`src/sv/pss_pkg.sv`:
```
// Package with the shared types, codes and constants of the priority step scheduler.
package pss_pkg;

    // Default table depth and field widths.
    localparam int PSS_TASK_SLOTS = 8;
    localparam int VALUE_W        = 12;
    localparam int PRIO_W         = 8;
    localparam int DUR_W          = 16;
    localparam int STEPS_W        = 8;
    localparam int STATUS_W       = 3;
    localparam int TIME_W         = 16;
    localparam int PROG_W         = 24;
    localparam int SQ_W           = 2 * VALUE_W;
    localparam int PROD_W         = SQ_W + STEPS_W;

    // Divider geometry: one quotient bit per cycle.
    localparam int DIVIDEND_W = PROD_W;
    localparam int DIVISOR_W  = STEPS_W;
    localparam int DIV_STEPS  = DIVIDEND_W;
    localparam int DIV_CNT_W  = $clog2(DIV_STEPS);

    localparam logic [STEPS_W-1:0] STEPS_MAX = '1;

    typedef enum logic [0:0] {
        REQ_ADD = 1'b0,
        REQ_RUN = 1'b1
    } t_req_kind;

    typedef enum logic [STATUS_W-1:0] {
        ST_ADDED   = 3'd0,
        ST_FULL    = 3'd1,
        ST_STEPPED = 3'd2,
        ST_DONE    = 3'd3,
        ST_IDLE    = 3'd4
    } t_status;

    typedef struct packed {
        t_req_kind            req_type;
        logic [VALUE_W-1:0]   task_value;
        logic [PRIO_W-1:0]    task_priority;
        logic [DUR_W-1:0]     task_duration;
        logic [STEPS_W-1:0]   task_steps;
    } t_req;

    typedef struct packed {
        t_status              status;
        logic [VALUE_W-1:0]   served_value;
        logic [PRIO_W-1:0]    served_priority;
        logic [STEPS_W-1:0]   step_number;
        logic [STEPS_W-1:0]   step_total;
        logic [TIME_W-1:0]    step_time;
        logic [PROG_W-1:0]    progress_result;
    } t_rsp;

    // One table entry as it is kept in the slot memory.
    typedef struct packed {
        logic [VALUE_W-1:0]   value;
        logic [PRIO_W-1:0]    prio;
        logic [DUR_W-1:0]     duration;
        logic [STEPS_W-1:0]   total;
        logic [STEPS_W-1:0]   done;
    } t_slot;

    typedef enum logic [3:0] {
        S_IDLE,
        S_SCAN,
        S_MUL1,
        S_MUL2,
        S_DIV_T,
        S_WAIT_T,
        S_DIV_P,
        S_WAIT_P,
        S_FIN,
        S_SHIFT_RD,
        S_SHIFT_WR,
        S_OUT
    } t_state;

    typedef struct packed {
        logic                  start;
        logic [DIVIDEND_W-1:0] dividend;
        logic [DIVISOR_W-1:0]  divisor;
    } t_div_req;

    typedef struct packed {
        logic                  busy;
        logic                  done;
        logic [DIVIDEND_W-1:0] quotient;
    } t_div_rsp;

endpackage

```
`src/sv/pss_stream_if.sv`:
```
// Valid/ready channel interface carrying one payload item per transfer.
interface pss_stream_if #(
    parameter type T = logic
);
    logic valid;
    logic ready;
    T     payload;

    modport source (output valid, output payload, input ready);
    modport sink   (input valid, input payload, output ready);
endinterface

```
`src/sv/pss_div.sv`:
```
// Restoring divider that produces one quotient bit per cycle.
module pss_div import pss_pkg::*; (
    input  logic     i_clk,
    input  logic     i_rst_n,
    input  t_div_req i_req,
    output t_div_rsp o_rsp
);

    logic                  r_busy;
    logic                  r_done;
    logic [DIV_CNT_W-1:0]  r_cnt;
    logic [DIVISOR_W-1:0]  r_rem;
    logic [DIVISOR_W-1:0]  r_dvs;
    logic [DIVIDEND_W-1:0] r_quo;

    logic [DIVISOR_W:0]    trial;
    logic                  take;

    // Shift the next dividend bit into the partial remainder and try a subtract.
    assign trial = {r_rem, r_quo[DIVIDEND_W-1]};
    assign take  = (trial >= {1'b0, r_dvs});

    // Control: the dividend register turns into the quotient as it shifts.
    always_ff @(posedge i_clk) begin
        if (!i_rst_n) begin
            r_busy <= 1'b0;
            r_done <= 1'b0;
            r_cnt  <= '0;
        end else begin
            r_done <= 1'b0;
            if (i_req.start && !r_busy) begin
                r_busy <= 1'b1;
                r_cnt  <= '0;
            end else if (r_busy) begin
                r_cnt <= r_cnt + 1'b1;
                if (r_cnt == DIV_CNT_W'(DIV_STEPS - 1)) begin
                    r_busy <= 1'b0;
                    r_done <= 1'b1;
                end
            end
        end
    end

    // Datapath.
    always_ff @(posedge i_clk) begin
        if (i_req.start && !r_busy) begin
            r_rem <= '0;
            r_dvs <= i_req.divisor;
            r_quo <= i_req.dividend;
        end else if (r_busy) begin
            r_rem <= take ? DIVISOR_W'(trial - {1'b0, r_dvs}) : trial[DIVISOR_W-1:0];
            r_quo <= {r_quo[DIVIDEND_W-2:0], take};
        end
    end

    assign o_rsp.busy     = r_busy;
    assign o_rsp.done     = r_done;
    assign o_rsp.quotient = r_quo;

endmodule

```
`src/sv/priority_step_task_scheduler_core.sv`:
```
// Top level of the priority step scheduler: slot memory, control sequencer and result register.
//
// The block keeps an insertion-ordered table of up to TASK_SLOTS tasks in a single-port-write,
// single-port-read slot memory with a registered read. A run request scans every occupied slot
// through the memory read port, squares the value and scales it by the step count in two
// registered multiplies, and then divides the duration and the scaled product by the total
// step count in one shared bit-serial divider; a task whose total is zero skips the divider.
// A completed task is removed by moving each later slot down one entry. A run on an empty
// table and a dropped add go straight to the result register. One request is in flight at a
// time; the finished result sits in an output register so the next request can be taken while
// it waits for its transfer.
module priority_step_task_scheduler_core import pss_pkg::*; #(
    parameter int TASK_SLOTS = PSS_TASK_SLOTS
) (
    input  logic         i_clk,
    input  logic         i_rst_n,
    pss_stream_if.sink   i_req,
    pss_stream_if.source o_rsp
);

    localparam int IDX_W = (TASK_SLOTS > 1) ? $clog2(TASK_SLOTS) : 1;
    localparam int CNT_W = $clog2(TASK_SLOTS + 1);

    t_state             r_state;
    t_state             n_state;

    logic [CNT_W-1:0]   r_count;
    logic [CNT_W-1:0]   r_issue;
    logic               r_pend;
    logic [IDX_W-1:0]   r_pend_idx;
    logic [IDX_W-1:0]   r_best_idx;
    t_slot              r_best;
    logic [STEPS_W-1:0] r_done;
    logic               r_fin;
    logic [SQ_W-1:0]    r_sq;
    logic [PROD_W-1:0]  r_prod;
    logic [TIME_W-1:0]  r_time;
    logic [PROG_W-1:0]  r_prog;
    logic [CNT_W-1:0]   r_sh;
    t_rsp               r_res;
    t_rsp               r_out;
    logic               r_out_valid;

    t_slot              r_mem [TASK_SLOTS];
    t_slot              r_rd_data;

    logic               mem_we;
    logic [IDX_W-1:0]   mem_waddr;
    t_slot              mem_wdata;
    logic [IDX_W-1:0]   mem_raddr;

    t_div_req           div_req;
    t_div_rsp           div_rsp;

    logic               in_xfer;
    logic               out_free;
    logic               table_full;
    logic               scan_end;
    logic               more_shift;
    logic [STEPS_W-1:0] done_inc;
    t_status            idle_status;
    t_req               req;

    assign req         = i_req.payload;
    assign in_xfer     = i_req.valid && i_req.ready;
    assign out_free    = !r_out_valid || o_rsp.ready;
    assign table_full  = (r_count == CNT_W'(TASK_SLOTS));
    assign scan_end    = (r_issue == r_count) && !r_pend;
    assign more_shift  = ((CNT_W + 1)'(r_sh) + 1'b1) < (CNT_W + 1)'(r_count);
    assign done_inc    = (r_best.done == STEPS_MAX) ? r_best.done : r_best.done + 1'b1;
    assign idle_status = (req.req_type == REQ_ADD) ? (table_full ? ST_FULL : ST_ADDED)
                                                   : ST_IDLE;

    // Slot memory: one write port, one read port with registered data.
    always_ff @(posedge i_clk) begin
        if (mem_we) begin
            r_mem[mem_waddr] <= mem_wdata;
        end
    end

    always_ff @(posedge i_clk) begin
        r_rd_data <= r_mem[mem_raddr];
    end

    pss_div u_div (
        .i_clk   (i_clk),
        .i_rst_n (i_rst_n),
        .i_req   (div_req),
        .o_rsp   (div_rsp)
    );

    // Next state.
    always_comb begin
        n_state = r_state;
        case (r_state)
            S_IDLE: begin
                if (in_xfer) begin
                    if (req.req_type == REQ_RUN && r_count != '0) begin
                        n_state = S_SCAN;
                    end else begin
                        n_state = S_OUT;
                    end
                end
            end
            S_SCAN: begin
                if (scan_end) begin
                    n_state = S_MUL1;
                end
            end
            S_MUL1: n_state = S_MUL2;
            S_MUL2: n_state = (r_best.total == '0) ? S_FIN : S_DIV_T;
            S_DIV_T: n_state = S_WAIT_T;
            S_WAIT_T: begin
                if (div_rsp.done) begin
                    n_state = S_DIV_P;
                end
            end
            S_DIV_P: n_state = S_WAIT_P;
            S_WAIT_P: begin
                if (div_rsp.done) begin
                    n_state = S_FIN;
                end
            end
            S_FIN: n_state = (r_fin && more_shift) ? S_SHIFT_RD : S_OUT;
            S_SHIFT_RD: n_state = S_SHIFT_WR;
            S_SHIFT_WR: n_state = S_FIN;
            S_OUT: begin
                if (out_free) begin
                    n_state = S_IDLE;
                end
            end
            default: n_state = S_IDLE;
        endcase
    end

    // Memory, divider and handshake controls.
    always_comb begin
        i_req.ready      = 1'b0;
        mem_we           = 1'b0;
        mem_waddr        = '0;
        mem_wdata        = r_rd_data;
        mem_raddr        = '0;
        div_req.start    = 1'b0;
        div_req.dividend = r_prod;
        div_req.divisor  = r_best.total;
        case (r_state)
            S_IDLE: begin
                i_req.ready        = 1'b1;
                mem_waddr          = r_count[IDX_W-1:0];
                mem_wdata.value    = req.task_value;
                mem_wdata.prio     = req.task_priority;
                mem_wdata.duration = req.task_duration;
                mem_wdata.total    = req.task_steps;
                mem_wdata.done     = '0;
                mem_we = i_req.valid && (req.req_type == REQ_ADD) && !table_full;
            end
            S_SCAN: begin
                mem_raddr = r_issue[IDX_W-1:0];
            end
            S_MUL1: begin
                // Write the advanced step count back unless the task leaves the table.
                mem_waddr      = r_best_idx;
                mem_wdata      = r_best;
                mem_wdata.done = done_inc;
                mem_we         = (done_inc < r_best.total);
            end
            S_DIV_T: begin
                div_req.start    = 1'b1;
                div_req.dividend = DIVIDEND_W'(r_best.duration);
            end
            S_DIV_P: begin
                div_req.start = 1'b1;
            end
            S_SHIFT_RD: begin
                mem_raddr = IDX_W'(r_sh + 1'b1);
            end
            S_SHIFT_WR: begin
                mem_waddr = r_sh[IDX_W-1:0];
                mem_we    = 1'b1;
            end
            default: begin
                mem_we = 1'b0;
            end
        endcase
    end

    // Control registers.
    always_ff @(posedge i_clk) begin
        if (!i_rst_n) begin
            r_state     <= S_IDLE;
            r_count     <= '0;
            r_pend      <= 1'b0;
            r_out_valid <= 1'b0;
        end else begin
            r_state <= n_state;
            if (r_state == S_IDLE && in_xfer && req.req_type == REQ_ADD && !table_full) begin
                r_count <= r_count + 1'b1;
            end
            if (r_state == S_FIN && n_state == S_OUT && r_fin) begin
                r_count <= r_count - 1'b1;
            end
            if (r_state == S_SCAN) begin
                r_pend <= (r_issue != r_count);
            end else begin
                r_pend <= 1'b0;
            end
            if (r_state == S_OUT && out_free) begin
                r_out_valid <= 1'b1;
            end else if (o_rsp.ready) begin
                r_out_valid <= 1'b0;
            end
        end
    end

    // Datapath registers.
    always_ff @(posedge i_clk) begin
        case (r_state)
            S_IDLE: begin
                r_issue <= '0;
                r_res   <= '{status: idle_status, default: '0};
            end
            S_SCAN: begin
                // Pipelined scan: issue the next read while comparing the previous one.
                if (r_issue != r_count) begin
                    r_issue    <= r_issue + 1'b1;
                    r_pend_idx <= r_issue[IDX_W-1:0];
                end
                if (r_pend && (r_pend_idx == '0 || r_rd_data.prio > r_best.prio)) begin
                    r_best     <= r_rd_data;
                    r_best_idx <= r_pend_idx;
                end
            end
            S_MUL1: begin
                r_sq   <= SQ_W'(r_best.value) * SQ_W'(r_best.value);
                r_done <= done_inc;
                r_fin  <= (done_inc >= r_best.total);
                r_sh   <= CNT_W'(r_best_idx);
            end
            S_MUL2: begin
                r_prod <= PROD_W'(r_sq) * PROD_W'(r_done);
                r_time <= '0;
                r_prog <= '0;
            end
            S_WAIT_T: begin
                if (div_rsp.done) begin
                    r_time <= div_rsp.quotient[TIME_W-1:0];
                end
            end
            S_WAIT_P: begin
                if (div_rsp.done) begin
                    r_prog <= div_rsp.quotient[PROG_W-1:0];
                end
            end
            S_FIN: begin
                r_res.status          <= r_fin ? ST_DONE : ST_STEPPED;
                r_res.served_value    <= r_best.value;
                r_res.served_priority <= r_best.prio;
                r_res.step_number     <= r_done;
                r_res.step_total      <= r_best.total;
                r_res.step_time       <= r_time;
                r_res.progress_result <= r_prog;
            end
            S_SHIFT_WR: begin
                r_sh <= r_sh + 1'b1;
            end
            S_OUT: begin
                if (out_free) begin
                    r_out <= r_res;
                end
            end
            default: begin
                r_sh <= r_sh;
            end
        endcase
    end

    assign o_rsp.valid   = r_out_valid;
    assign o_rsp.payload = r_out;

    // The occupancy never goes past the table depth.
    a_count_bound: assert property (@(posedge i_clk) disable iff (!i_rst_n)
        r_count <= CNT_W'(TASK_SLOTS))
        else $error("slot count exceeds table depth");

    // An add that finds room grows the table by exactly one entry.
    a_add_grows: assert property (@(posedge i_clk) disable iff (!i_rst_n)
        (in_xfer && req.req_type == REQ_ADD && !table_full)
        |=> r_count == $past(r_count) + 1'b1)
        else $error("accepted add did not grow the table");

    // The slot memory is not written while the priority scan reads it.
    a_no_write_in_scan: assert property (@(posedge i_clk) disable iff (!i_rst_n)
        (r_state == S_SCAN) |-> !mem_we)
        else $error("slot write during scan");

    // The divider is started only when idle and never with a zero divisor.
    a_div_start: assert property (@(posedge i_clk) disable iff (!i_rst_n)
        div_req.start |-> (!div_rsp.busy && div_req.divisor != '0))
        else $error("bad divider start");

    // A full report is only given for a full table.
    a_full_report: assert property (@(posedge i_clk) disable iff (!i_rst_n)
        (r_state == S_OUT && r_res.status == ST_FULL) |-> table_full)
        else $error("full reported with room left");

endmodule
```
`src/flat_wrapper.sv`:
```
// flat-port wrapper written by rule: the top's interface ports become plain ports
module priority_step_task_scheduler_core_flat import pss_pkg::*;
#(
    parameter int TASK_SLOTS = PSS_TASK_SLOTS
)
  (i_clk, i_rst_n, i_req_valid, i_req_payload, i_req_ready, o_rsp_valid, o_rsp_payload, o_rsp_ready);
  pss_stream_if i_req_i ();
  pss_stream_if o_rsp_i ();
  input  logic i_clk;
  input  logic i_rst_n;
  input wire logic [$bits(i_req_i.valid)-1:0] i_req_valid;
  input wire logic [$bits(i_req_i.payload)-1:0] i_req_payload;
  output wire logic [$bits(i_req_i.ready)-1:0] i_req_ready;
  output wire logic [$bits(o_rsp_i.valid)-1:0] o_rsp_valid;
  output wire logic [$bits(o_rsp_i.payload)-1:0] o_rsp_payload;
  input wire logic [$bits(o_rsp_i.ready)-1:0] o_rsp_ready;
  assign i_req_i.valid = i_req_valid;
  assign i_req_i.payload = i_req_payload;
  assign i_req_ready = i_req_i.ready;
  assign o_rsp_valid = o_rsp_i.valid;
  assign o_rsp_payload = o_rsp_i.payload;
  assign o_rsp_i.ready = o_rsp_ready;
  priority_step_task_scheduler_core #(.TASK_SLOTS(TASK_SLOTS)) u_core (.i_clk(i_clk), .i_rst_n(i_rst_n), .i_req(i_req_i), .o_rsp(o_rsp_i));
endmodule
```
`config.mk`:
```
export PLATFORM = sky130hd
export DESIGN_NAME = priority_step_task_scheduler_core_flat
export DESIGN_NICKNAME = d
export VERILOG_FILES = /design/src/sv/pss_pkg.sv /design/src/sv/pss_stream_if.sv /design/src/sv/pss_div.sv /design/src/sv/priority_step_task_scheduler_core.sv /design/src/flat_wrapper.sv
export SDC_FILE = /design/constraint.sdc
export NUM_CORES = 2
export LEC_CHECK = 0
export BUFFER_PORTS_ARGS = -buffer_cell sky130_fd_sc_hd__buf_2
export CAP_MARGIN = 30
export CORE_ASPECT_RATIO = 2
export CORE_MARGIN = 2
export CORE_UTILIZATION = 53
export CTS_BUF_LIST = sky130_fd_sc_hd__clkbuf_4 sky130_fd_sc_hd__clkbuf_8 sky130_fd_sc_hd__clkbuf_16
export CTS_CLUSTER_SIZE = 25
export DETAILED_ROUTE_END_ITERATION = 8
export PLACE_DENSITY = 0.66
export SLEW_MARGIN = 25
export SYNTH_ARGS = -nofsm -noshare
export SYNTH_HDL_FRONTEND = slang
export SYNTH_SLANG_ARGS = --single-unit
```
`constraint.sdc`:
```
create_clock -name i_clk -period 9.5 [get_ports i_clk]
set_clock_uncertainty 0.15 [all_clocks]
set_input_delay 1.9 -clock i_clk [delete_from_list [all_inputs] [get_ports i_clk]]
set_output_delay 1.9 -clock i_clk [all_outputs]
set_load 0.01 [all_outputs]
```
==> summary.md <==
| Metric | Value |
|---|---|
| Site Rows | 134 |
| Gpl congestion | 0.8643 |
| Port bufs | 7 |
| EDFF count, synth | 589 |
| Slew margin rel. | 0.2932 |
| Setup violations, final | 0 |
| Final Hold Viols | 0 |
| Kind of critical path | reg -> reg |
| Total grt overflow | 0 |
| CP max stage delay | 660 ps |
| First-pass GRT wire length | 131500 microns |
| Post-Route WL | 83390 microns |
| Setup crit start kind | flop |
| Gate Count Post-Synth | 3167 |
| CP Max Fanout | 13 |
| Top post-synthesis cells by area | edfxtp_1, fa_1, nand2_1 |
| Layout cells sized above 1 | 0.05585 |
| RSZ-0062 raised after global routing | false |
| Syn avg cell area | 11.30 sq um |
| Worst EP required | 9700 ps |
| Die footprint | 0.06974 sq mm |
| Tot GR Track Use | 0.2412 |
| Io pins | 8 |
| H-tree depth | 2 |
| Max stage delay cell, worst path | edfxtp_1 |
| DR pass1 iterations | 5 |
| Final net count | 3479 |
| Tcrit/Tclk final | 0.6092 |
| Post-synth ARST share | 0 |
| CTS tree | built |
| CP top delay family | adder cells |
| Highest routing layer actually used | met4 |
| Synth Register Bits | 666 |
| Wl on met1 | 30490 microns |
| Worst-skew pair later-pin latency | 610 ps |
| Yosys top cell by area | edfxtp_1 |
| Dpl hpwl | 54770 microns |
| Clk slew on worst S/H paths | 70 ps |
| Post-DR vias/cell | 5.769 |
| HP Class | reg -> reg |
| Count of pins over their slew limit | 0 |
| DR vias | 23380 |
| Top_reg_cell synth | edfxtp_1 |
| Post-layout min period | 5787 ps |
| Mapped cell area | 0.03579 sq mm |
| Clock sinks | 666 |
| Critical path buffers and inverters | 3 |
| Yosys top cell area share | 0.4942 |
| Arrival @ worst endpoint | 5990 ps |
| CTS max path bufs | 3 |
| Core Area | 0.06673 sq mm |
| Routed length on met3 | 3041 microns |
| Met2 WL | 46750 microns |
| YS warnings | 0 |
| Die Y | 371.5 microns |
| CTS Buf Count | 55 |
| Unique cell type count in the Yosys netlist | 67 |
| Seq/Total Area, Yosys | 0.5373 |
| Fmax | 172.8 MHz |
| Max-Cap Viols | 0 |
| Number of global-route vias before repair | 24561 |
| Initial antenna violation count | 0 |
| # diodes | 0 |
| First DRT Iteration DRCs | 1513 |
| Chip width | 187.7 microns |
| Initial Utilization | 0.5363 |
| Worst Tran Pin Value | 1051 ps |
| Most Frequent Cell on Critical Path | fa_1 |
| Area grow syn2layout | 8.024% |
| Outcome | finished clean |
| Post-route setup TNS | 0 ps |
| Crit-path cells | inv_1 -> nor2_1 -> fa_1 -> fa_1 -> fa_1 -> fa_1 -> inv_1 -> fa_1 -> inv_1 -> ha_1 -> and2_1 -> or4_1 -> o31ai_1 -> a32oi_1 -> xor2_1 |
| Number of gates resized after cts | 0 |
| Setup bufs post-CTS | 0 |
| CP endpoint kind | flop |
| Avg WL per Cell | 20.57 microns |
| CTS root buf | clkbuf_16 |
| Largest net degree at the start of global routing | 88 |
| Final ANT Viol Nets | 0 |
| Remaining DRCs | 0 |
| # hold bufs at CTS | 0 |
## path summary, 6_finish.rpt
path                  startpoint                 to  slack (ps)  cells past startpoint
max            u_core.r_best[49]    u_core.r_sq[22]        3710                     15
min          u_core.r_rd_data[8]  u_core.div_req[0]         280                      0
max reg2reg    u_core.r_best[49]    u_core.r_sq[22]        3710                     15
min reg2reg  u_core.r_rd_data[8]  u_core.div_req[0]         280                      0
## final cells by class
cell class	instances	area [sq um]
well taps	884	1106
clock inverters	27	279.0
inverters	274	1028
multi-input cells	2085	15050
flip-flops and latches	666	19230
repair buffers	40	347.8
clock buffers	77	1615
fillers	5553	28070
## synthesized netlist by cell type (all sizes together), types with 13 or more instances
master / instances
a21o: 24
a21oi: 60
a22o: 51
and2: 181
and3: 17
buf: 42
clkbuf: 102
dfxtp: 77
edfxtp: 589
fa: 207
ha: 145
inv: 274
nand2: 651
nand3: 274
nand4: 16
nor2: 67
nor2b: 23
nor3: 27
o21a: 20
o21ai: 125
o22ai: 15
xnor2: 45
xor2: 13
## metrics by stage
| stage | hold slack [ps] | cells | setup WS, ps | area [sq um] | util |
|---|---|---|---|---|---|
| after floorplan | 250.3 | 3169 | 2500 | 35790 | - |
| after global placement | 260.1 | 3945 | 3869 | 36670 | 0.5495 |
| after detailed placement | 267.3 | 3947 | 3724 | 36720 | 0.5503 |
| after CTS | 276.0 | 4051 | 3719 | 38620 | 0.5787 |
| after global routing | 291.0 | 4053 | 3435 | 38660 | 0.5793 |
| final | 280.2 | 4053 | 3713 | 38660 | 0.5793 |
## metal layers
metal | vias to the layer above | global-route usage
met1 | 11839 | 0.2633
li1 | 10740 | -
met5 | - | 0
met3 | 203 | 0.02227
met4 | 0 | 0.1004
met2 | 598 | 0.4727
## state kept, by name, indices dropped and copies added, names as in the netlist, 3 cells and up
register and cells:
u_core.r_best 44, u_core.r_pend_idx 3, u_core.r_done 8, u_core.u_div.r_cnt 5
u_core.u_div.r_dvs 8, u_core.r_best_idx 3, u_core.r_prod 32, u_core.r_count 4
u_core.r_state 4, u_core.r_sh 4, u_core.u_div.r_rem 8, u_core.u_div.r_quo 32
u_core.r_mem 416, u_core.r_rd_data 52, u_core.div_req 8, u_core.r_sq 23
u_core.r_issue 4
## cell usage in the layout (no fill, tap or decap), types with 5 or more instances in the layout
| cell type | netlist | final |
|---|---|---|
| nor3_1 | 27 | 16 |
| nor3_2 | 0 | 11 |
| ha_1 | 145 | 145 |
| clkbuf_4 | 0 | 12 |
| nor2_1 | 67 | 67 |
| a21oi_1 | 59 | 58 |
| and2_1 | 181 | 179 |
| clkinv_4 | 0 | 5 |
| or2_2 | 6 | 6 |
| o21ai_0 | 124 | 124 |
| nor3b_1 | 7 | 7 |
| a311o_1 | 5 | 5 |
| xor2_1 | 13 | 13 |
| inv_1 | 274 | 274 |
| buf_2 | 27 | 7 |
| mux2i_1 | 6 | 6 |
| nand4_1 | 16 | 16 |
| dfxtp_1 | 77 | 76 |
| o211ai_1 | 7 | 7 |
| nand3_1 | 274 | 274 |
| xnor2_1 | 45 | 45 |
| nand2b_1 | 7 | 7 |
| a22o_1 | 51 | 51 |
| edfxtp_1 | 589 | 589 |
| a31oi_1 | 8 | 8 |
| o21a_1 | 20 | 20 |
| fa_1 | 207 | 207 |
| nor2b_1 | 23 | 23 |
| clkbuf_16 | 0 | 56 |
| mux2_2 | 6 | 6 |
| a21o_1 | 24 | 24 |
| clkbuf_8 | 0 | 9 |
| o22ai_1 | 15 | 15 |
| buf_4 | 0 | 29 |
| clkinv_2 | 0 | 7 |
| and3_1 | 17 | 17 |
| nand2_1 | 651 | 649 |
## cell families (layout without fill, tap and decap cells)
group | Yosys count | after routing | share of synthesized area
other | 1 | 3 | 0.0001048
XOR/XNOR | 58 | 58 | 0.01420
AND/OR/NAND/NOR | 1296 | 1296 | 0.1668
flip-flops | 666 | 666 | 0.5373
buffers and inverters | 418 | 418 | 0.04479
adder cells (fa/ha/maj) | 352 | 352 | 0.1665
AO/OA/AOI/OAI | 364 | 364 | 0.06675
multiplexers | 12 | 12 | 0.003566
Power is left out: the tool's default activity adds up to more than one toggle a clock period on the data nets, which glitch-free logic cannot reach.
